**src/hw/rtl/sdt_pkg.sv**
```systemverilog
// Package for the squared distance transform line block.
// Holds field widths, configuration register indexes, the control struct and
// the state type. No dependencies.
`default_nettype none

package sdt_pkg;

    localparam int DIST_W = 14;

    localparam logic [DIST_W-1:0] FAR_RESET = 14'd12675;

    // Configuration register indexes.
    localparam logic CFG_PASS_MODE = 1'b0;
    localparam logic CFG_FAR_VALUE = 1'b1;

    typedef enum logic {
        S_COLLECT,
        S_DRAIN
    } t_state;

    // Broadcast from the controller to every cell of the row.
    typedef struct packed {
        logic              upd;   // An element is folded in this cycle.
        logic              first; // The element opens a new line.
        logic              fold;  // The element contributes a parabola.
        logic              shift; // Results move one cell toward the head.
        logic [DIST_W-1:0] base;
        logic [DIST_W-1:0] far;
    } t_cell_ctl;

endpackage

`default_nettype wire

```
**src/hw/rtl/sdt_cell.sv**
```systemverilog
// One cell of the running-minimum row: holds the minimum for one line position
// and passes it to its neighbor while results drain. Depends on sdt_pkg.
`default_nettype none

module sdt_cell #(
    parameter int IDX_W    = 6,
    parameter int CELL_IDX = 0
) (
    input  wire                      i_clk,
    input  wire sdt_pkg::t_cell_ctl  i_ctl,
    input  wire [IDX_W-1:0]          i_pos,
    input  wire [sdt_pkg::DIST_W-1:0] i_shift_min,
    output logic [sdt_pkg::DIST_W-1:0] o_min
);
    import sdt_pkg::*;

    localparam int SQ_W  = 2 * IDX_W;
    localparam int SUM_W = ((SQ_W > DIST_W) ? SQ_W : DIST_W) + 1;
    localparam logic [IDX_W-1:0] MY_POS = IDX_W'(CELL_IDX);

    logic [DIST_W-1:0] r_min;
    logic [DIST_W-1:0] n_min;
    logic [IDX_W-1:0]  delta;
    logic [SQ_W-1:0]   sq;
    logic [SUM_W-1:0]  cand;
    logic [DIST_W-1:0] cur;

    always_comb begin
        delta = (MY_POS >= i_pos) ? (MY_POS - i_pos) : (i_pos - MY_POS);
        sq    = SQ_W'(delta) * SQ_W'(delta);
        cand  = SUM_W'(i_ctl.base) + SUM_W'(sq);
        // The first element of a line starts from the far value.
        cur   = i_ctl.first ? i_ctl.far : r_min;
        if (i_ctl.upd) begin
            n_min = (i_ctl.fold && (cand < SUM_W'(cur))) ? cand[DIST_W-1:0] : cur;
        end else if (i_ctl.shift) begin
            n_min = i_shift_min;
        end else begin
            n_min = r_min;
        end
    end

    always_ff @(posedge i_clk) begin
        r_min <= n_min;
    end

    assign o_min = r_min;

endmodule

`default_nettype wire

```
**config.mk**
```make
export PLATFORM = sky130hd
export DESIGN_NAME = sdt_cell
export DESIGN_NICKNAME = d
export VERILOG_FILES = /design/src/hw/rtl/sdt_pkg.sv /design/src/hw/rtl/sdt_cell.sv
export SDC_FILE = /design/constraint.sdc
export NUM_CORES = 1
export LEC_CHECK = 0
export ABC_AREA = 1
export BUFFER_PORTS_ARGS = -buffer_cell sky130_fd_sc_hd__buf_2
export CAP_MARGIN = 20
export CORE_ASPECT_RATIO = 0.5
export CORE_MARGIN = 8
export CORE_UTILIZATION = 55
export CTS_BUF_LIST = sky130_fd_sc_hd__clkbuf_4
export DETAILED_ROUTE_END_ITERATION = 6
export PLACE_DENSITY = 0.84
export SYNTH_ARGS = -nofsm -noshare
export SYNTH_HDL_FRONTEND = slang
export SYNTH_SLANG_ARGS = --single-unit
```
**constraint.sdc**
```tcl
create_clock -name i_clk -period 6.1 [get_ports i_clk]
set_clock_uncertainty 0.1 [all_clocks]
set_input_delay 0 -clock i_clk [delete_from_list [all_inputs] [get_ports i_clk]]
set_output_delay 0 -clock i_clk [all_outputs]
set_load 0.02 [all_outputs]
```
# After elaboration in Yosys (flattened, before gate mapping)
# Cells that the tools add are included.
# totals
ff_bits,14
latch_bits,0
ram_bits,0
mem_bits_ro,0
in_bits,53
output_inout_bits,14
wordCells,13
n_memories,0
# op_classes
n_addsub,2
mul,1
n_div,0
order_cmp,2
n_eq_ne,0
n_shift,0
mux,5
bitwise,0
reduce_logical,2
# ops
operator,count
two-way mux 14 bit,4
adder 14 x 12 -> 15 bit,1
less-than comparator 15 x 14 -> 1 bit,1
multiplier 6 x 6 -> 12 bit,1
">= comparator 1 x 6 -> 1 bit, first input constant",1
two-way mux 6 bit,1
"subtractor 1 x 6 -> 6 bit, first input constant",1
nonzero test 2 bit,1
logical AND 1 bit,1

# Logic depth before layout (Yosys ltp)
# logic_depth
depth_word,8
depth_mapped,37
ltp_nobuf,36

# Least setup slack after synthesis
# OpenSTA, ideal clock, no wires.
# synth_timing
path_kind,input to register
start,input i_pos[0]
end,"register r_min[12], in the netlist o_min[12] (data pin)"
setup_ps,253
arrival_ps,5052
required_ps,5747
setup_slack_ps,695
stages,34
path_buffers,1
cell_sequence,inv_1 -> ha_1 -> inv_1 -> nor4_1 -> o21ai_1 -> o21bai_1 -> nand2_1 -> inv_1 -> ha_1 -> inv_1 -> fa_1 -> inv_1 -> fa_1 -> fa_1 -> ha_1 -> nand2_1 -> nand2_1 -> nor2_1 -> nand2_2 -> nand2_1 -> nand2_1 -> or2_2 -> nand2_1 -> inv_1 -> ha_1 -> a21oi_1 -> o31a_1 -> nand2_1 -> nand2_8 -> nand2_4 -> buf_6 -> nand2_2 -> nand3_1 -> nand2_1
# synth_via
elab_chain_len,8
word_cells_on_any_way,9
classes_between,2 x add/sub; 1 x mul; 2 x order compare; 3 x mux; 1 x reduce/logical
# synth_rtl
item,line_no,text
start: declaration,sdt_cell.sv:11,"input wire [IDX_W-1:0] i_pos,"
subtractor 1 x 6 -> 6 bit or >= comparator 1 x 6 -> 1 bit (tied branches),sdt_cell.sv:29,delta = (MY_POS >= i_pos) ? (MY_POS - i_pos) : (i_pos - MY_POS);
two-way mux 6 bit *,sdt_cell.sv:29,
multiplier 6 x 6 -> 12 bit *,sdt_cell.sv:30,sq = SQ_W'(delta) * SQ_W'(delta);
adder 14 x 12 -> 15 bit *,sdt_cell.sv:31,cand = SUM_W'(i_ctl.base) + SUM_W'(sq);
less-than comparator 15 x 14 -> 1 bit,sdt_cell.sv:35,n_min = (i_ctl.fold && (cand < SUM_W'(cur))) ? cand[DIST_W-1:0] : cur;
logical AND 1 bit,sdt_cell.sv:35,
two-way mux 14 bit *,sdt_cell.sv:35,
two-way mux 14 bit *,sdt_cell.sv:34,if (i_ctl.upd) begin
net n_min[12],sdt_cell.sv:22,logic [DIST_W-1:0] n_min;
end signal: assignment,sdt_cell.sv:44,r_min <= n_min;
end: declaration,sdt_cell.sv:21,logic [DIST_W-1:0] r_min;
# The timed path passes the listed nets; every way through them passes the cells marked *.
# A chain may end at the register's enable or synchronous reset.

# Worst setup path in the final report
# layout_timing
start,input i_pos[0]
end,"register r_min[6], in the netlist o_min[6] (data pin)"
# Same word-level chain as after synthesis.

==> out/metrics.yaml <==
floorplanning:
  start_util: 0.573
  core_area_um2: 4950
  die_h_um: 66.8
  rows: 18
  fp.dieW_um: 118
  io_pins: 67
  dieArea_um2: 7860
synth:
  syn_avg_cell_area_um2: 7.04
  synth-edff-count: 14
  synth_xor_area_frac: 0.0309
  synth_area_um2: 2840
  synth.area.top_cells: "ha_1 17%, edfxtp_1 15%, nand2_1 14%, inv_1 12%, fa_1 11%"
  synthTopCellsByCount: "103 x nand2_1, 89 x inv_1, 39 x ha_1, 39 x nand3_1, 18 x nor2_1"
  ys_warn_count: 0
  synth_nets: 510
  async_flop_share: 0
  netlist_instances: 403
  synthMuxAreaShare: 0.0494
  synth_ff_type: "edfxtp_1"
  synth_seq_area_share: 0.148
  synth_top_cell_by_area: "ha_1"
  synth_seq_cells: 14
  synth_compound_area_frac: 0.0520
  synth_most_common_cell: "nand2_1"
  synth_top_family_by_area: "simple AND/OR/NAND/NOR gates"
  synth_top_area_share: 0.172
  synth-simple-area-share: 0.305
  yosys.cell_types.count: 35
  synthAdderAreaFrac: 0.278
grt:
  grt_max_degree: 17
  antenna_found_initial: 0
  grt_usage: 0.172
  grt_first_pass_wirelength_mm: 11.4
  grt_pass1_vias: 2574
  grt_overflow: 0
outcome:
  outcome: "finished, final reports clean"
sta:
  worstMarginPinSlew_ps: 432
  relSlewSlack: 0.712
  setup_viol: 0
  min_period_ps: 5640
  slew_violations: 0
  setup_tns_ps: 0
  rsz0062_at_grt: "false"
  finalCritPeriodShare: 0.924
  max_clock_freq_mhz: 177
  hold_viol_final: 0
critical_path:
  cp_max_fo: 15
  cpMaxStageDelayCell: "fa_1"
  max_stage_delay_ps: 550
  worstPathArrival_ps: 5560
  endpoint_kind: "flip-flop"
  crit_path_start_kind: "input pin"
  required_ps: 6020
  path_class: "in -> reg"
clock_tree:
  clk_latency_ps: 270
  clockBufferDepth: 2
  cts_buffers: 3
  htree_num_levels: 1
  cts-root-buf: "clkbuf_4"
  cts_tree: "built"
  clock_sinks: 14
  clkTransAtPathRegs_ps: 80
drt:
  dr.pass1.iters: 4
  via_count: 2734
  postRouteAntennaNets: 0
  drtIter0Drc: 193
  drc: 0
  vias_per_cell: 4.99
  wl_per_cell_um: 12.6
  wl_mm: 6.90
placement:
  port-buffer-count: 66
  dp_hpwl_mm: 5.77
  routabilityCongestion: 0.915
  place_area_um2: 3210
  dp_cells: 531
layout:
  area_growth_syn_to_layout_pct: 19.8
  finalNetCount: 587
  utilization: 0.687
  largest_reg_flops: 14
  multi_input_area_um2: 2060
  num_antenna_cells: 0
  fin_area_um2: 3400
  fillCellCount: 430
  drive_gt1_frac: 0.207
  stdcell_count: 548
  regArea_um2: 420
power:
  power.density_nw_per_um2: 277
  ir_worst_vdd_v: 0.000137
  leakage_uw: 0.00204
  power_uw: 944
worst_hold_path:
  hold_path.class: "in -> reg"
job:
  drv_cap: 0
==> worst paths after layout <==
| path | startpoint | end | slack, ps | depth (start not counted) |
|---|---|---|---|---|
| max | i_pos[0] | o_min[6] | 460 | 34 |
| min | i_ctl[2] | o_min[2] | 100 | 5 |
| max reg2reg | o_min[12] | o_min[8] | 3740 | 8 |
| min reg2reg | o_min[2] | o_min[2] | 660 | 4 |
==> repair_timing <==
| item | CTS | global route |
|---|---|---|
| setup endpoints to repair | 0 | 14 |
| gates resized for setup | 0 | 6 |
| setup buffers | 0 | 0 |
| hold buffers | 14 | 0 |
| endpoints found under the hold margin | 14 | 0 |
==> cells in the final DEF (no fill, tap or decap), types with 2 or more instances in the layout <==
master and instances:
dlygate4sd3_1 14, nand2_2 15, a21oi_1 10, inv_1 89
o21ai_0 3, nor2_4 2, clkbuf_4 3, edfxtp_1 14
fa_1 15, mux2i_1 14, nand4_1 3, a21oi_2 2
nand2_1 101, ha_1 39, o21ai_1 3, o21a_1 2
buf_2 66, nor2_1 18, nand2_8 2, xor2_1 9
nand3_1 39, or2_2 2
==> where the power goes <==
| group | total, uW | internal (uW) | switching, uW | leakage, uW |
|---|---|---|---|---|
| clock network | 50.2 | 22.8 | 27.3 | 0.0000138 |
| logic | 756 | 287 | 469 | 0.00188 |
| registers | 138 | 130 | 8.36 | 0.000145 |
| total | 944 | 439 | 505 | 0.00204 |
==> stage by stage <==
stage / worst slack (ps) / hold slack, ps
2_1_floorplan: 695 / 85.9
3_3_place_gp: 260 / 173
3_5_place_dp: 128 / 174
4_1_cts: 404 / 100
5_1_grt: 69.5 / 133
6_report: 464 / 102
==> cell families (layout without fill, tap and decap cells) <==
group / count (synthesis) / after routing
adder cells (fa/ha/maj): 54 / 54
AO/OA/AOI/OAI: 25 / 25
multiplexers: 14 / 14
AND/OR/NAND/NOR: 187 / 187
XOR/XNOR: 10 / 10
buffers and inverters: 99 / 174
flip-flops: 14 / 14
==> metal layers <==
metal | up-vias | share of wire | global-route usage
met5 | - | 0 | 0
met2 | 85 | 0.45 | 0.292
met3 | 4 | 0.057 | 0.0169
met1 | 1234 | 0.49 | 0.235
met4 | 0 | 0.0058 | 0.0348
li1 | 1411 | - | -
==> worst max-delay path: cells and delay by family <==
| kind | cells | cell delay, ps |
|---|---|---|
| adder cells (fa/ha/maj) | 7 | 2830 |
| AND/OR/NAND/NOR | 17 | 1720 |
| AO/OA/AOI/OAI | 3 | 460 |
| buffers and inverters | 7 | 530 |
==> layout make-up <==
class                           instances  area share
Tap cell                               70      0.0257
Multi-Input combinational cell        290       0.604
Inverter                               90      0.0993
Sequential cell                        14       0.124
Timing Repair Buffer                   81       0.140
Clock buffer                            3     0.00662
Power figures use the tool's default switching activity.
