### config.mk
export PLATFORM = sky130hd
export DESIGN_NAME = sdt_ctrl_flat
export DESIGN_NICKNAME = d
export VERILOG_FILES = /design/src/hw/rtl/sdt_pkg.sv /design/src/hw/rtl/sdt_in_if.sv /design/src/hw/rtl/sdt_out_if.sv /design/src/hw/rtl/sdt_ctrl.sv /design/src/flat_wrapper.sv
export SDC_FILE = /design/constraint.sdc
export NUM_CORES = 1
export LEC_CHECK = 0
export ABC_AREA = 0
export BUFFER_PORTS_ARGS = -buffer_cell sky130_fd_sc_hd__buf_4
export CAP_MARGIN = 20
export CORE_ASPECT_RATIO = 0.9
export CORE_MARGIN = 2
export CORE_UTILIZATION = 39
export DETAILED_ROUTE_END_ITERATION = 8
export HOLD_SLACK_MARGIN = 0.06
export PLACE_DENSITY_LB_ADDON = 0.12
export SLEW_MARGIN = 20
export SYNTH_ARGS = -nofsm -noshare
export SYNTH_HDL_FRONTEND = slang
export SYNTH_SLANG_ARGS = --single-unit
### constraint.sdc
create_clock -name i_clk -period 1.7 [get_ports i_clk]
set_clock_uncertainty 0.15 [all_clocks]
set_input_delay 0.085 -clock i_clk [delete_from_list [all_inputs] [get_ports i_clk]]
set_output_delay 0.085 -clock i_clk [all_outputs]
set_load 0.03 [all_outputs]
### src/hw/rtl/sdt_pkg.sv
// Package for the squared distance transform line block.
// Holds field widths, configuration register indexes, the control struct and
// the state type. No dependencies.
`default_nettype none

package sdt_pkg;

    localparam int DIST_W = 14;

    localparam logic [DIST_W-1:0] FAR_RESET = 14'd12675;

    // Configuration register indexes.
    localparam logic CFG_PASS_MODE = 1'b0;
    localparam logic CFG_FAR_VALUE = 1'b1;

    typedef enum logic {
        S_COLLECT,
        S_DRAIN
    } t_state;

    // Broadcast from the controller to every cell of the row.
    typedef struct packed {
        logic              upd;   // An element is folded in this cycle.
        logic              first; // The element opens a new line.
        logic              fold;  // The element contributes a parabola.
        logic              shift; // Results move one cell toward the head.
        logic [DIST_W-1:0] base;
        logic [DIST_W-1:0] far;
    } t_cell_ctl;

endpackage

`default_nettype wire

### src/hw/rtl/sdt_in_if.sv
// Input channel of the squared distance transform line block.
// Carries one line element per beat; depends on sdt_pkg.
`default_nettype none

interface sdt_in_if;
    logic                      valid;
    logic                      ready;
    logic                      inside_req;
    logic [sdt_pkg::DIST_W-1:0] value;
    logic                      last_in;

    modport source (output valid, output inside_req, output value, output last_in,
                    input ready);
    modport sink   (input valid, input inside_req, input value, input last_in,
                    output ready);
endinterface

`default_nettype wire

### src/hw/rtl/sdt_out_if.sv
// Output channel of the squared distance transform line block.
// Carries one squared distance per beat; depends on sdt_pkg.
`default_nettype none

interface sdt_out_if;
    logic                      valid;
    logic                      ready;
    logic [sdt_pkg::DIST_W-1:0] distance;
    logic                      last_out;

    modport source (output valid, output distance, output last_out, input ready);
    modport sink   (input valid, input distance, input last_out, output ready);
endinterface

`default_nettype wire

### src/hw/rtl/sdt_ctrl.sv
// Controller of the squared distance transform line block: configuration
// registers, element count, handshakes and the cell control broadcast.
// Depends on sdt_pkg, sdt_in_if and sdt_out_if.
`default_nettype none

module sdt_ctrl #(
    parameter int LINE_MAX = 64
) (
    input  wire                         i_clk,
    input  wire                         i_rst_n,
    input  wire                         i_cfg_we,
    input  wire                         i_cfg_idx,
    input  wire [sdt_pkg::DIST_W-1:0]   i_cfg_data,
    sdt_in_if.sink                      i_pix,
    sdt_out_if.source                   o_dist,
    input  wire [sdt_pkg::DIST_W-1:0]   i_head_min,
    output sdt_pkg::t_cell_ctl          o_ctl,
    output logic [$clog2(LINE_MAX)-1:0] o_pos
);
    import sdt_pkg::*;

    localparam int IDX_W = $clog2(LINE_MAX);
    localparam int CNT_W = $clog2(LINE_MAX + 1);
    localparam logic [CNT_W-1:0] CNT_LAST = CNT_W'(LINE_MAX - 1);
    localparam logic [CNT_W-1:0] CNT_ONE  = CNT_W'(1);

    t_state            r_state;
    t_state            n_state;
    logic [CNT_W-1:0]  r_count;
    logic [CNT_W-1:0]  n_count;
    logic              r_mode;
    logic [DIST_W-1:0] r_far;
    logic              in_acc;
    logic              out_acc;
    logic              last_elem;

    assign in_acc    = i_pix.valid & i_pix.ready;
    assign out_acc   = o_dist.valid & o_dist.ready;
    assign last_elem = i_pix.last_in | (r_count == CNT_LAST);

    // Next state.
    always_comb begin
        n_state = r_state;
        unique case (r_state)
            S_COLLECT: begin
                if (in_acc && last_elem) begin
                    n_state = S_DRAIN;
                end
            end
            S_DRAIN: begin
                if (out_acc && (r_count == CNT_ONE)) begin
                    n_state = S_COLLECT;
                end
            end
            default: n_state = S_COLLECT;
        endcase
    end

    // Outputs.
    always_comb begin
        i_pix.ready  = 1'b0;
        o_dist.valid = 1'b0;
        unique case (r_state)
            S_COLLECT: i_pix.ready  = 1'b1;
            S_DRAIN:   o_dist.valid = 1'b1;
            default: begin
                i_pix.ready  = 1'b0;
                o_dist.valid = 1'b0;
            end
        endcase
    end

    // During collection the count is the next position; during draining it is
    // the number of results still to go, so it reaches zero at the line end.
    always_comb begin
        n_count = r_count;
        if (in_acc) begin
            n_count = r_count + CNT_ONE;
        end else if (out_acc) begin
            n_count = r_count - CNT_ONE;
        end
    end

    always_ff @(posedge i_clk) begin
        if (!i_rst_n) begin
            r_state <= S_COLLECT;
            r_count <= '0;
            r_mode  <= 1'b0;
            r_far   <= FAR_RESET;
        end else begin
            r_state <= n_state;
            r_count <= n_count;
            if (i_cfg_we) begin
                unique case (i_cfg_idx)
                    CFG_PASS_MODE: r_mode <= i_cfg_data[0];
                    CFG_FAR_VALUE: r_far  <= i_cfg_data;
                    default:       r_mode <= r_mode;
                endcase
            end
        end
    end

    always_comb begin
        o_ctl.upd   = in_acc;
        o_ctl.first = (r_count == '0);
        o_ctl.fold  = r_mode | ~i_pix.inside_req;
        o_ctl.shift = out_acc;
        o_ctl.base  = r_mode ? i_pix.value : '0;
        o_ctl.far   = r_far;
    end

    assign o_pos           = r_count[IDX_W-1:0];
    assign o_dist.distance = i_head_min;
    assign o_dist.last_out = (r_count == CNT_ONE);

endmodule

`default_nettype wire
### src/flat_wrapper.sv
// flat-port wrapper written by rule: the top's interface ports become plain ports
module sdt_ctrl_flat import sdt_pkg::*;
#(
    parameter int LINE_MAX = 64
)
  (i_clk, i_rst_n, i_cfg_we, i_cfg_idx, i_cfg_data, i_head_min, o_ctl, o_pos, i_pix_valid, i_pix_inside_req, i_pix_value, i_pix_last_in, i_pix_ready, o_dist_valid, o_dist_distance, o_dist_last_out, o_dist_ready);
  sdt_in_if i_pix_i ();
  sdt_out_if o_dist_i ();
  input  wire i_clk;
  input  wire i_rst_n;
  input  wire i_cfg_we;
  input  wire i_cfg_idx;
  input  wire [sdt_pkg::DIST_W-1:0] i_cfg_data;
  input  wire [sdt_pkg::DIST_W-1:0] i_head_min;
  output sdt_pkg::t_cell_ctl o_ctl;
  output logic [$clog2(LINE_MAX)-1:0] o_pos;
  input wire logic [$bits(i_pix_i.valid)-1:0] i_pix_valid;
  input wire logic [$bits(i_pix_i.inside_req)-1:0] i_pix_inside_req;
  input wire logic [$bits(i_pix_i.value)-1:0] i_pix_value;
  input wire logic [$bits(i_pix_i.last_in)-1:0] i_pix_last_in;
  output wire logic [$bits(i_pix_i.ready)-1:0] i_pix_ready;
  output wire logic [$bits(o_dist_i.valid)-1:0] o_dist_valid;
  output wire logic [$bits(o_dist_i.distance)-1:0] o_dist_distance;
  output wire logic [$bits(o_dist_i.last_out)-1:0] o_dist_last_out;
  input wire logic [$bits(o_dist_i.ready)-1:0] o_dist_ready;
  assign i_pix_i.valid = i_pix_valid;
  assign i_pix_i.inside_req = i_pix_inside_req;
  assign i_pix_i.value = i_pix_value;
  assign i_pix_i.last_in = i_pix_last_in;
  assign i_pix_ready = i_pix_i.ready;
  assign o_dist_valid = o_dist_i.valid;
  assign o_dist_distance = o_dist_i.distance;
  assign o_dist_last_out = o_dist_i.last_out;
  assign o_dist_i.ready = o_dist_ready;
  sdt_ctrl #(.LINE_MAX(LINE_MAX)) u_core (.i_clk(i_clk), .i_rst_n(i_rst_n), .i_cfg_we(i_cfg_we), .i_cfg_idx(i_cfg_idx), .i_cfg_data(i_cfg_data), .i_pix(i_pix_i), .o_dist(o_dist_i), .i_head_min(i_head_min), .o_ctl(o_ctl), .o_pos(o_pos));
endmodule
# Word-level counts from Yosys, hierarchy flattened
# Index checks and enable logic that the tools add are counted.
# op_classes
n_addsub,2
eq_ne,2
muxes,8
n_bitwise,7
reduce_logical,6
# ops
cell,n
$mux W14,1
$mux W7,2
$add A7 B1 Y7 const B,1
$eq A7 B1 Y1 const B,1
$eq A7 B6 Y1 const B,1
$logic_not A7 Y1,1
$sub A7 B1 Y7 const B,1
$mux W1,4
$reduce_and A2 Y1,2
$not A1 Y1,3
$and A1 B1 Y1,2
$logic_and A1 B1 Y1,2
$or A1 B1 Y1,2
$pmux W1 S2,1
$reduce_bool A2 Y1,1
# totals
register_bits,23
out_inout_bits,55
wordCells,29

# Depth between registers and ports, before layout
# Gate-level depths: netlist (run 1).
# depth
word_depth,5
ltp_mapped,5
mapped_depth_nobuf,5

# Worst setup path before layout (run 1)
# OpenSTA, ideal clock, no wires.
# synth_timing
path_type,reg2reg
from,register u_core.r_state
to,register u_core.r_count[5]
setup_ns,0.072
arrival_time_ns,1.388
required_ns,1.478
slack_ns,0.090
stages_incl_launch_ff,6
path_buffers,1
synth_period_minus_slack_ns,1.610
path_cell_list,dfxtp_1 -> nor2b_1 -> buf_6 -> or3_1 -> a21oi_2 -> mux2i_1
# synth_via
elab_chain_len,3
word_cells_on_any_way,6
# synth_lines
item,line_no,source
start: declaration,sdt_ctrl.sv:27,t_state r_state;
start signal: assignment,sdt_ctrl.sv:91,r_state <= n_state;
$mux W1 (*),sdt_ctrl.sv:63,unique case (r_state)
$and A1 B1 Y1 (*),sdt_ctrl.sv:37,assign in_acc = i_pix.valid & i_pix.ready;
named net u_core.in_acc,sdt_ctrl.sv:33,logic in_acc;
$mux W7 or $reduce_bool A2 Y1 (tied branches),-,
end signal: assignment,sdt_ctrl.sv:92,r_count <= n_count;
end: declaration,sdt_ctrl.sv:29,logic [CNT_W-1:0] r_count;
# The timed path passes the listed nets; every way through them passes the cells marked *.
# A chain may end at the register's enable or synchronous reset.

# Worst setup path in the final report (run 1)
# layout_timing
from,input port i_rst_n
to,register u_core.r_far[4]
# layout_lines
item,line_no,source
start: declaration,flat_wrapper.sv:10,input wire i_rst_n;
end signal: assignment,sdt_ctrl.sv:96,CFG_FAR_VALUE: r_far <= i_cfg_data;
end: declaration,sdt_ctrl.sv:32,logic [DIST_W-1:0] r_far;
# No word-level cell between the ends.

==> run_results.csv, run 1 <==
group,metric,value,unit
cts,insertion_delay,0.26,ns
floorplanning,boundaryPins,105,
setup_path,path_common_cell,"dlygate4sd3_1",
sta,setup_viol_count_final,0,
place,io_buffers,76,
route,drt_wl_total,3880,um
synthesis,synth-warning-count,0,
sta,worstMarginPinSlew,0.483,ns
cts,clock_sinks,23,
grt,grt_antenna_before_repair,0,
power,leakage,1.07,nW
hold_path,whs_path_depth,5,
synthesis,syn_inst,162,
status,status,"finished, final reports clean",
synthesis,synthesis.nets,216,
cells_and_area,drive_gt1_share,33.5,%
grt,globalRouteMet2Util,40.5,%
synthesis,ys.flop_type,"dfxtp_1",
setup_path,crit_arrival,1.70,ns
cts,cts_max_level,1,
floorplanning,core_area,3300,sq um
setup_path,critPathKind,"in -> reg",
setup_path,path_cells,"dlygate4sd3_1 > buf_4 > a21boi_0 > dlygate4sd3_1",
sta,slew_headroom,67.8,%
route,via_per_inst,4.63,
power,power,1.50,mW
place,place_inst,254,
power,irDropWorstVdd,0.606,mV
setup_path,critPathSlowestCell,"dlygate4sd3_1",
route,drt-wirelength-per-cell,12.8,um
grt,grt-busiest-layer,"met2",
grt,grt_max_degree,25,
cells_and_area,n_antenna_cell,0,
cts,cts_setup_buffers,0,
route,ant_nets,0,
floorplanning,die_y,59.2,um
route,route.detailed.drc,0,
place,routabilityCongestion,0.731,
setup_path,start_kind,"primary input",
setup_path,critPathMaxFanout,24,
place,pre_cts_ws,0.0473,ns
power,p_per_area,660,nW/um^2
cts,root_buffer,"clkbuf_8",
run,cap_violations,0,
route,route.vias.total,1407,
route,drt_iter0_markers,33,
cts,clock_path_buffers,2,
grt,track_usage,20.9,%
synthesis,synth_seq_area_share,34.9,%
cells_and_area,layout.nets,315,
sta,worst_slack,0.0538,ns
cts,path_clk_slew,0.08,ns
cts,cts_buffers,3,
grt,overflow,0,
place,hpwl,2540,um
synthesis,synth_area,1320,sq um
synthesis,ys_ff_latch,23,
grt,gr-usage-met1,23.0,%
grt,use_met3,5.32,%
synthesis,synthArstFlopShare,0,%
sta,period_share,96.8,%
sta,finalHoldViolations,0,
synthesis,synth_edf_count,0,
setup_path,cp.required,1.76,ns
sta,period_needed,1.65,ns
grt,grt_pass1_vias,1465,
cells_and_area,layout.cells.non_filler,304,
grt,grt_pass1_wl,6380,um
synthesis,synth.avg_cell_area,8.14,sq um
floorplanning,start_util,39.9,%
sta,fmax,607,MHz
sta,setup_tns,0,ns
floorplanning,dieArea,3860,sq um
setup_path,worstSetupEndpointType,"flop",
setup_path,reg2reg_depth,5,
sta,finalMaxSlewViolations,0,
cells_and_area,fillers,289,
cts,tritoncts,"done",
setup_path,slowest_delay,0.59,ns
floorplanning,num_rows,20,
cells_and_area,area_delta_synth_final,71.8,%
route,first_pass_iters,4,
synthesis,ys_types,33,
floorplanning,die_x,65.3,um
hold_path,hp-class,"in -> reg",
[Yosys cell counts, types with 2 or more instances]
library cell	number	share of area, %
nor2_1	2	0.57
nand3_1	8	3.0
nor2b_1	3	1.4
xnor2_1	3	2.0
inv_1	4	1.1
mux2i_1	3	2.3
nand4_1	2	0.95
a21boi_0	4	2.3
dfxtp_1	23	35
nand2b_1	2	0.95
a21boi_1	5	2.8
ha_1	4	3.8
and3_1	3	1.4
or3_1	2	0.95
and2_1	21	10
clkbuf_1	5	1.4
nand2_1	31	8.8
buf_4	22	13
[kinds of logic after synthesis]
group | Yosys count | synth area share [%]
adders and majority gates | 4 | 3.80
buffers and inverters | 33 | 16.3
AOI/OAI and AO/OA | 19 | 10.8
xor gates and xnor gates | 3 | 1.99
DFF | 23 | 34.9
and+or+nand+nor | 77 | 29.9
muxes | 3 | 2.28
[critical path, delay by kind of cell]
family                 cells  cell delay, ns
buffers and inverters      3            1.37
AOI/OAI and AO/OA          1            0.25
[registers in the layout (all words and copies together), names as in the netlist]
register        cells
u_core.r_mode       1
u_core.r_count      7
u_core.r_state      1
u_core.r_far       14
[worst paths after layout]
kind | startpoint | slack (ns) | to
min reg2reg | u_core.r_count[5]$_SDFFE_PN0P_ | 0.39 | u_core.r_count[5]$_SDFFE_PN0P_
max reg2reg | u_core.r_count[0]$_SDFFE_PN0P_ | 0.11 | u_core.r_count[6]$_SDFFE_PN0P_
min | i_pix_valid | 0.20 | u_core.r_state$_SDFF_PN0_
max | i_rst_n | 0.05 | u_core.r_far[4]$_SDFFE_PN0P_
[layout by cell type (no fill, tap or decap), drive strengths merged]
cell / instances
and2: 21
nor3: 1
and3b: 1
a21boi: 9
or3: 2
inv: 4
and4b: 1
ha: 4
nor2: 2
dfxtp: 23
nand3: 8
o21a: 1
nand4: 2
and3: 3
buf: 77
a32oi: 1
o21ai: 2
clkbuf: 4
xnor2: 3
nand2b: 2
a31oi: 1
nor2b: 3
nand2: 31
a21oi: 2
dlygate4sd3: 46
a22oi: 2
mux2i: 3
a211o: 1
[stage by stage]
| step | util, % | hold WS (ns) | cell area (sq um) |
|---|---|---|---|
| finish | 68.6 | 0.202 | 2270 |
| global route | 68.6 | 0.255 | 2270 |
| CTS | 68.6 | 0.200 | 2270 |
| detailed placement | 53.0 | 0.0202 | 1750 |
| global placement | 53.0 | 0.0202 | 1750 |
| floorplan | - | 0.0590 | 1320 |
[layer usage]
layer	routed length, um	share of wire, %
met1	1580	41
met2	2040	53
met3	234	6.0
met4	24	0.62
met5	0	0
[power breakdown]
| group | switching (mW) | total (mW) | internal [mW] |
|---|---|---|---|
| Clock | 0.175 | 0.342 | 0.167 |
| Sequential | 0.0348 | 0.608 | 0.574 |
| Combinational | 0.286 | 0.546 | 0.260 |
[final cells by class]
cell class	count	area (sq um)	area share, %
timing repair buffer	123	1040	45.8
sequential	23	464	20.5
multi-input combinational	106	648	28.6
tap	44	55.1	2.43
clock buffer	4	45.0	1.99
inverter	4	15.0	0.663
[timing repair]
item,CTS,global route
resized for setup,0,5
hold buffers,47,0
endpoints found under the setup margin,0,4
endpoints found under the hold margin,34,0
(Power assumes the default switching activity.)
==> run 2, diff against run 1 <==
CORE_MARGIN = 3   (was 2)
==> run 2 against run 1 <==
Final area shrank 0.83%. Flip-flop and latch count unchanged. Register-to-register slack better by 0.07 ns. Critical path depth did not move. Die area up 6.5%. Maximum frequency up 1.2%. Sequential share of layout area increased by 0.060 points. Count of clock-buffer cells in the layout decreased by 1. Non-clock buffer count fell by 1.
==> run_results.csv, run 2 (synthesis results as in run 1) <==
group,metric,value,unit
sta,setup_tns,0,ns
cells_and_area,layout.nets,314,
cells_and_area,top_regs,"u_core.r_far: 14 flops, u_core.r_count: 7 flops",
cts,clock_sinks,23,
cts,cts_max_level,1,
place,pre_cts_ws,0.127,ns
setup_path,path_cells,"nor2_1 > and3_1 > and2_1 > buf_4",
grt,grt_max_degree,25,
grt,grt_pass1_wl,5890,um
sta,period_share,95.7,%
sta,whs,0.158,ns
floorplanning,die_x,67.3,um
floorplanning,start_util,42.0,%
cells_and_area,area_delta_synth_final,70.4,%
cells_and_area,drive_gt1_share,32.4,%
setup_path,worstSetupEndpointType,"output port",
setup_path,reg2reg_to,"u_core.r_count[5]$_SDFFE_PN0P_",
place,io_buffers,76,
cells_and_area,layout.cells.non_filler,301,
sta,period_needed,1.63,ns
cts,path_clk_slew,0.08,ns
cts,insertion_delay,0.26,ns
route,ant_nets,0,
cells_and_area,layout_commonest_cell,"buf_4",
place,hpwl,2640,um
cts,cts_setup_buffers,0,
route,route.detailed.drc,0,
setup_path,critPathSlowestCell,"dfxtp_1",
hold_path,min_to,"u_core.r_mode$_SDFFE_PN0P_",
sta,worst_slack,0.0736,ns
setup_path,start_kind,"flop",
grt,grt_antenna_before_repair,0,
sta,worstMarginPinSlew,0.513,ns
route,first_pass_iters,4,
power,leakage,1.06,nW
cells_and_area,mostFrequentLayoutCells,"77 x buf_4, 45 x dlygate4sd3_1, 31 x nand2_1",
setup_path,slowest_delay,0.47,ns
grt,grt_pass1_vias,1354,
cts,clock_path_buffers,2,
setup_path,regToRegSetupSlack,0.18,ns
setup_path,cp_top_family,"simple AND/OR/NAND/NOR gates",
setup_path,reg2reg_depth,5,
route,drt_wl_total,3920,um
floorplanning,num_rows,19,
floorplanning,core_area,3140,sq um
power,p_per_area,660,nW/um^2
place,routabilityCongestion,0.817,
hold_path,hp-class,"in -> reg",
setup_path,crit_arrival,1.39,ns
cts,cts_buffers,3,
floorplanning,die_y,61.2,um
status,status,"finished, final reports clean",
cells_and_area,top_register,"u_core.r_far",
floorplanning,boundaryPins,105,
sta,fmax,615,MHz
sta,slew_headroom,65.8,%
sta,finalMaxSlewViolations,0,
hold_path,whs_path_depth,4,
setup_path,cp.required,1.46,ns
place,place_inst,252,
setup_path,cp_num_cells,4,
cells_and_area,largest_reg_flops,14,
sta,finalHoldViolations,0,
cells_and_area,n_antenna_cell,0,
route,drt_iter0_markers,25,
run,cap_violations,0,
setup_path,critPathMaxFanout,7,
setup_path,critPathKind,"reg -> out",
grt,overflow,0,
floorplanning,dieArea,4120,sq um
sta,rsz0062_at_grt,"false",
setup_path,path_buf_inv,1,
route,via_per_inst,4.70,
route,drt-wirelength-per-cell,13.0,um
sta,setup_viol_count_final,0,
cts,root_buffer,"clkbuf_8",
setup_path,rr_startpoint,"u_core.r_state$_SDFF_PN0_",
grt,track_usage,18.7,%
hold_path,hp-start,"i_cfg_we",
cts,tritoncts,"done",
route,route.vias.total,1414,
power,irDropWorstVdd,0.552,mV
## run 2: changes by cell type in the layout (fill, tap and decap cells not counted)
cell / delta
clkbuf_1: -1
clkinv_2: +1
dfxtp_1: +2
dfxtp_2: -2
dlygate4sd3_1: -1
nor2_1: +1
nor2_2: -1
nor2b_1: +1
nor2b_2: -1
## run 2: per-stage QoR
step           util [%]  area, sq um  total power, mW
3_3_place_gp       55.7         1750             1.03
5_1_grt            71.6         2250             1.56
3_5_place_dp       55.7         1750             1.04
2_1_floorplan         -         1320            0.940
4_1_cts            71.6         2250             1.50
6_report           71.6         2250             1.48
## run 2: what timing repair did
| item | 4_1_cts | 5_1_grt |
|---|---|---|
| setup endpoints to repair | 0 | 1 |
| hold endpoints to repair | 35 | 0 |
| resized for setup | 0 | 1 |
| hold buffers | 45 | 0 |
## run 2: worst max-delay path by stage
stage | slack, ns | end | from
global placement | 0.17 | u_core.r_count[6]$_SDFFE_PN0P_ | u_core.r_count[0]$_SDFFE_PN0P_
detailed placement | 0.13 | u_core.r_count[6]$_SDFFE_PN0P_ | u_core.r_count[0]$_SDFFE_PN0P_
floorplan | 0.09 | u_core.r_count[5]$_SDFFE_PN0P_ | u_core.r_state$_SDFF_PN0_
finish | 0.07 | o_ctl[30] | u_core.r_count[2]$_SDFFE_PN0P_
global route | 0.01 | o_dist_last_out | u_core.r_count[2]$_SDFFE_PN0P_
CTS | 0.08 | o_ctl[30] | u_core.r_count[2]$_SDFFE_PN0P_
## run 2: layout make-up
cell class	count	area [sq um]
timing repair buffer	122	1030
multi-input combinational	106	643
tap	42	52.6
inverter	4	15.0
clock buffer	3	41.3
clock inverter	1	5.00
fill	259	891
sequential	23	462
## run 2: layer usage
| layer | share of wire [%] | global-route usage [%] | routed length, um | up-vias |
|---|---|---|---|---|
| met5 | 0 | 0 | 0 | - |
| met4 | 0.92 | 6.36 | 36 | 0 |
| met3 | 8.4 | 3.10 | 330 | 4 |
| met2 | 53 | 38.2 | 2070 | 72 |
| met1 | 38 | 19.2 | 1490 | 639 |
| li1 | - | - | - | 699 |
## run 2: where the power goes
group / switching [mW] / internal (mW)
clock: 0.172 / 0.163
sequential: 0.0329 / 0.573
combinational: 0.285 / 0.258
total: 0.489 / 0.994
## run 2: tightest hold or removal path, delay by kind of cell
kind	cells	cell delay, ns
simple gates	2	0.19
buf+inv	1	0.11
mux	1	0.13
==> run 3, diff against run 2 <==
RECOVER_POWER = 25   (was unset)
==> run 3 against run 2 <==
Core utilization shrank 1.4 points. Sequential power is essentially flat. Power shrank 0.93%. Clock power is essentially flat. Worst hold slack is essentially flat. Final area shrank 2.0%. Die area is the same. Sequential share of layout area grew 0.42 points. Largest cell class unchanged.
==> run_results.csv, run 3 (synthesis results as in run 1) <==
group,metric,value,unit
cts,clock_sinks,23,
setup_path,critPathSlowestCell,"dfxtp_1",
hold_path,hp-class,"in -> reg",
setup_path,slowest_delay,0.47,ns
power,irDropWorstVdd,0.552,mV
power,leakage,1.02,nW
cts,path_clk_slew,0.08,ns
setup_path,cp.required,1.46,ns
floorplanning,num_rows,19,
place,place_area,1750,sq um
cells_and_area,fin_util,70.2,%
setup_path,critPathKind,"reg -> out",
cells_and_area,area_delta_synth_final,67.0,%
power,p_per_area,668,nW/um^2
grt,use_met3,3.10,%
route,drt-wirelength-per-cell,13.0,um
sta,rsz0062_at_grt,"false",
cts,insertion_delay,0.26,ns
setup_path,critPathMaxFanout,7,
sta,fmax,615,MHz
cts,cts_buffers,3,
cells_and_area,layout.nets,314,
status,status,"finished, final reports clean",
sta,setup_viol_count_final,0,
power,p_sw_share,33.2,%
cells_and_area,drive_gt1_share,27.8,%
floorplanning,dieArea,4120,sq um
grt,grt_antenna_before_repair,0,
place,routabilityCongestion,0.817,
setup_path,crit_arrival,1.39,ns
sta,setup_tns,0,ns
sta,slew_headroom,66.1,%
sta,period_share,95.7,%
floorplanning,start_util,42.0,%
cells_and_area,layout_commonest_cell,"buf_4",
setup_path,worstSetupEndpointType,"output port",
grt,grt_max_degree,25,
cells_and_area,top_register,"u_core.r_far",
grt,track_usage,18.7,%
place,hpwl,2640,um
grt,gr-usage-met1,19.2,%
route,drt_iter0_markers,18,
floorplanning,die_x,67.3,um
cts,clock_path_buffers,2,
route,route.vias.total,1416,
route,route.detailed.drc,0,
cts,root_buffer,"clkbuf_8",
cells_and_area,n_antenna_cell,0,
sta,worstMarginPinSlew,0.509,ns
sta,period_needed,1.63,ns
setup_path,start_kind,"flop",
grt,grt_pass1_vias,1354,
setup_path,path_cells,"nor2_1 > and3_1 > and2_1 > buf_4",
cells_and_area,top_regs,"u_core.r_far: 14 flops, u_core.r_count: 7 flops",
grt,grt-busiest-layer,"met2",
power,p_comb_share,36.1,%
cts,tritoncts,"done",
sta,finalHoldViolations,0,
cells_and_area,mostFrequentLayoutCells,"65 x buf_4, 45 x dlygate4sd3_1, 31 x nand2_1",
route,ant_nets,0,
run,cap_violations,0,
floorplanning,core_area,3140,sq um
power,seq_power_share,41.2,%
cts,cts_max_level,1,
sta,finalMaxSlewViolations,0,
route,first_pass_iters,4,
place,place_inst,252,
grt,globalRouteMet2Util,38.2,%
cells_and_area,largest_reg_flops,14,
cells_and_area,layout.cells.non_filler,301,
floorplanning,boundaryPins,105,
grt,overflow,0,
power,internal-power,981,uW
grt,grt_pass1_wl,5890,um
power,power.share.clock,22.8,%
power,p_switching,489,uW
route,drt_wl_total,3930,um
route,via_per_inst,4.70,
place,io_buffers,76,
floorplanning,die_y,61.2,um
cells_and_area,design_area,2200,sq um
[run 3: cell types whose count changed in the layout (fill, tap and decap cells not counted), sizes merged]
cell and delta:
buf -12, clkbuf +12
[run 3: final cells by class]
| type | instances | area [sq um] |
|---|---|---|
| clock buffer | 3 | 41.3 |
| clock inverter | 1 | 5.00 |
| fill | 271 | 936 |
| inverter | 4 | 15.0 |
| multi-input combinational | 106 | 643 |
| sequential | 23 | 462 |
| tap | 42 | 52.6 |
| timing repair buffer | 122 | 983 |
[run 3: worst paths after layout]
kind                               endpoint  slack (ns)  cells after the start                            from
max                               o_ctl[30]        0.07                      4  u_core.r_count[2]$_SDFFE_PN0P_
min              u_core.r_mode$_SDFFE_PN0P_        0.16                      4                        i_cfg_we
max reg2reg  u_core.r_count[5]$_SDFFE_PN0P_        0.18                      5       u_core.r_state$_SDFF_PN0_
min reg2reg    u_core.r_far[3]$_SDFFE_PN0P_        0.35                      2    u_core.r_far[3]$_SDFFE_PN0P_
[run 3: critical path, delay by kind of cell (launching register included)]
kind	cells	cell delay [ns]
buf+inv	1	0.16
simple gates	3	0.50
flops	1	0.47
[run 3: timing repair]
item | in CTS | in global routing
hold endpoints to repair | 35 | 0
hold buffers | 45 | 0
gates resized for setup | 0 | 1
buffers inserted | 0 | 0
endpoints found under the setup margin | 0 | 1
[run 3: metrics by stage]
stage          total power [mW]  worst slack (ns)  hold slack, ns
6_report                   1.47            0.0734           0.158
5_1_grt                    1.55            0.0111           0.210
2_1_floorplan             0.940            0.0900          0.0590
3_3_place_gp               1.03             0.174          0.0202
3_5_place_dp               1.04             0.127          0.0202
4_1_cts                    1.50            0.0792           0.153
[run 3: power by group through the flow]
stage | logic [mW] | clock network (mW) | registers [mW]
finish | 0.530 | 0.335 | 0.605
global route | 0.568 | 0.367 | 0.612
CTS | 0.544 | 0.349 | 0.605
detailed placement | 0.423 | 0 | 0.617
global placement | 0.415 | 0 | 0.615
floorplan | 0.291 | 0 | 0.649
[run 3: metal layers]
metal | share of wire [%] | wire (um)
met5 | 0 | 0
met4 | 0.92 | 36
met3 | 8.3 | 325
met2 | 53 | 2060
met1 | 38 | 1500
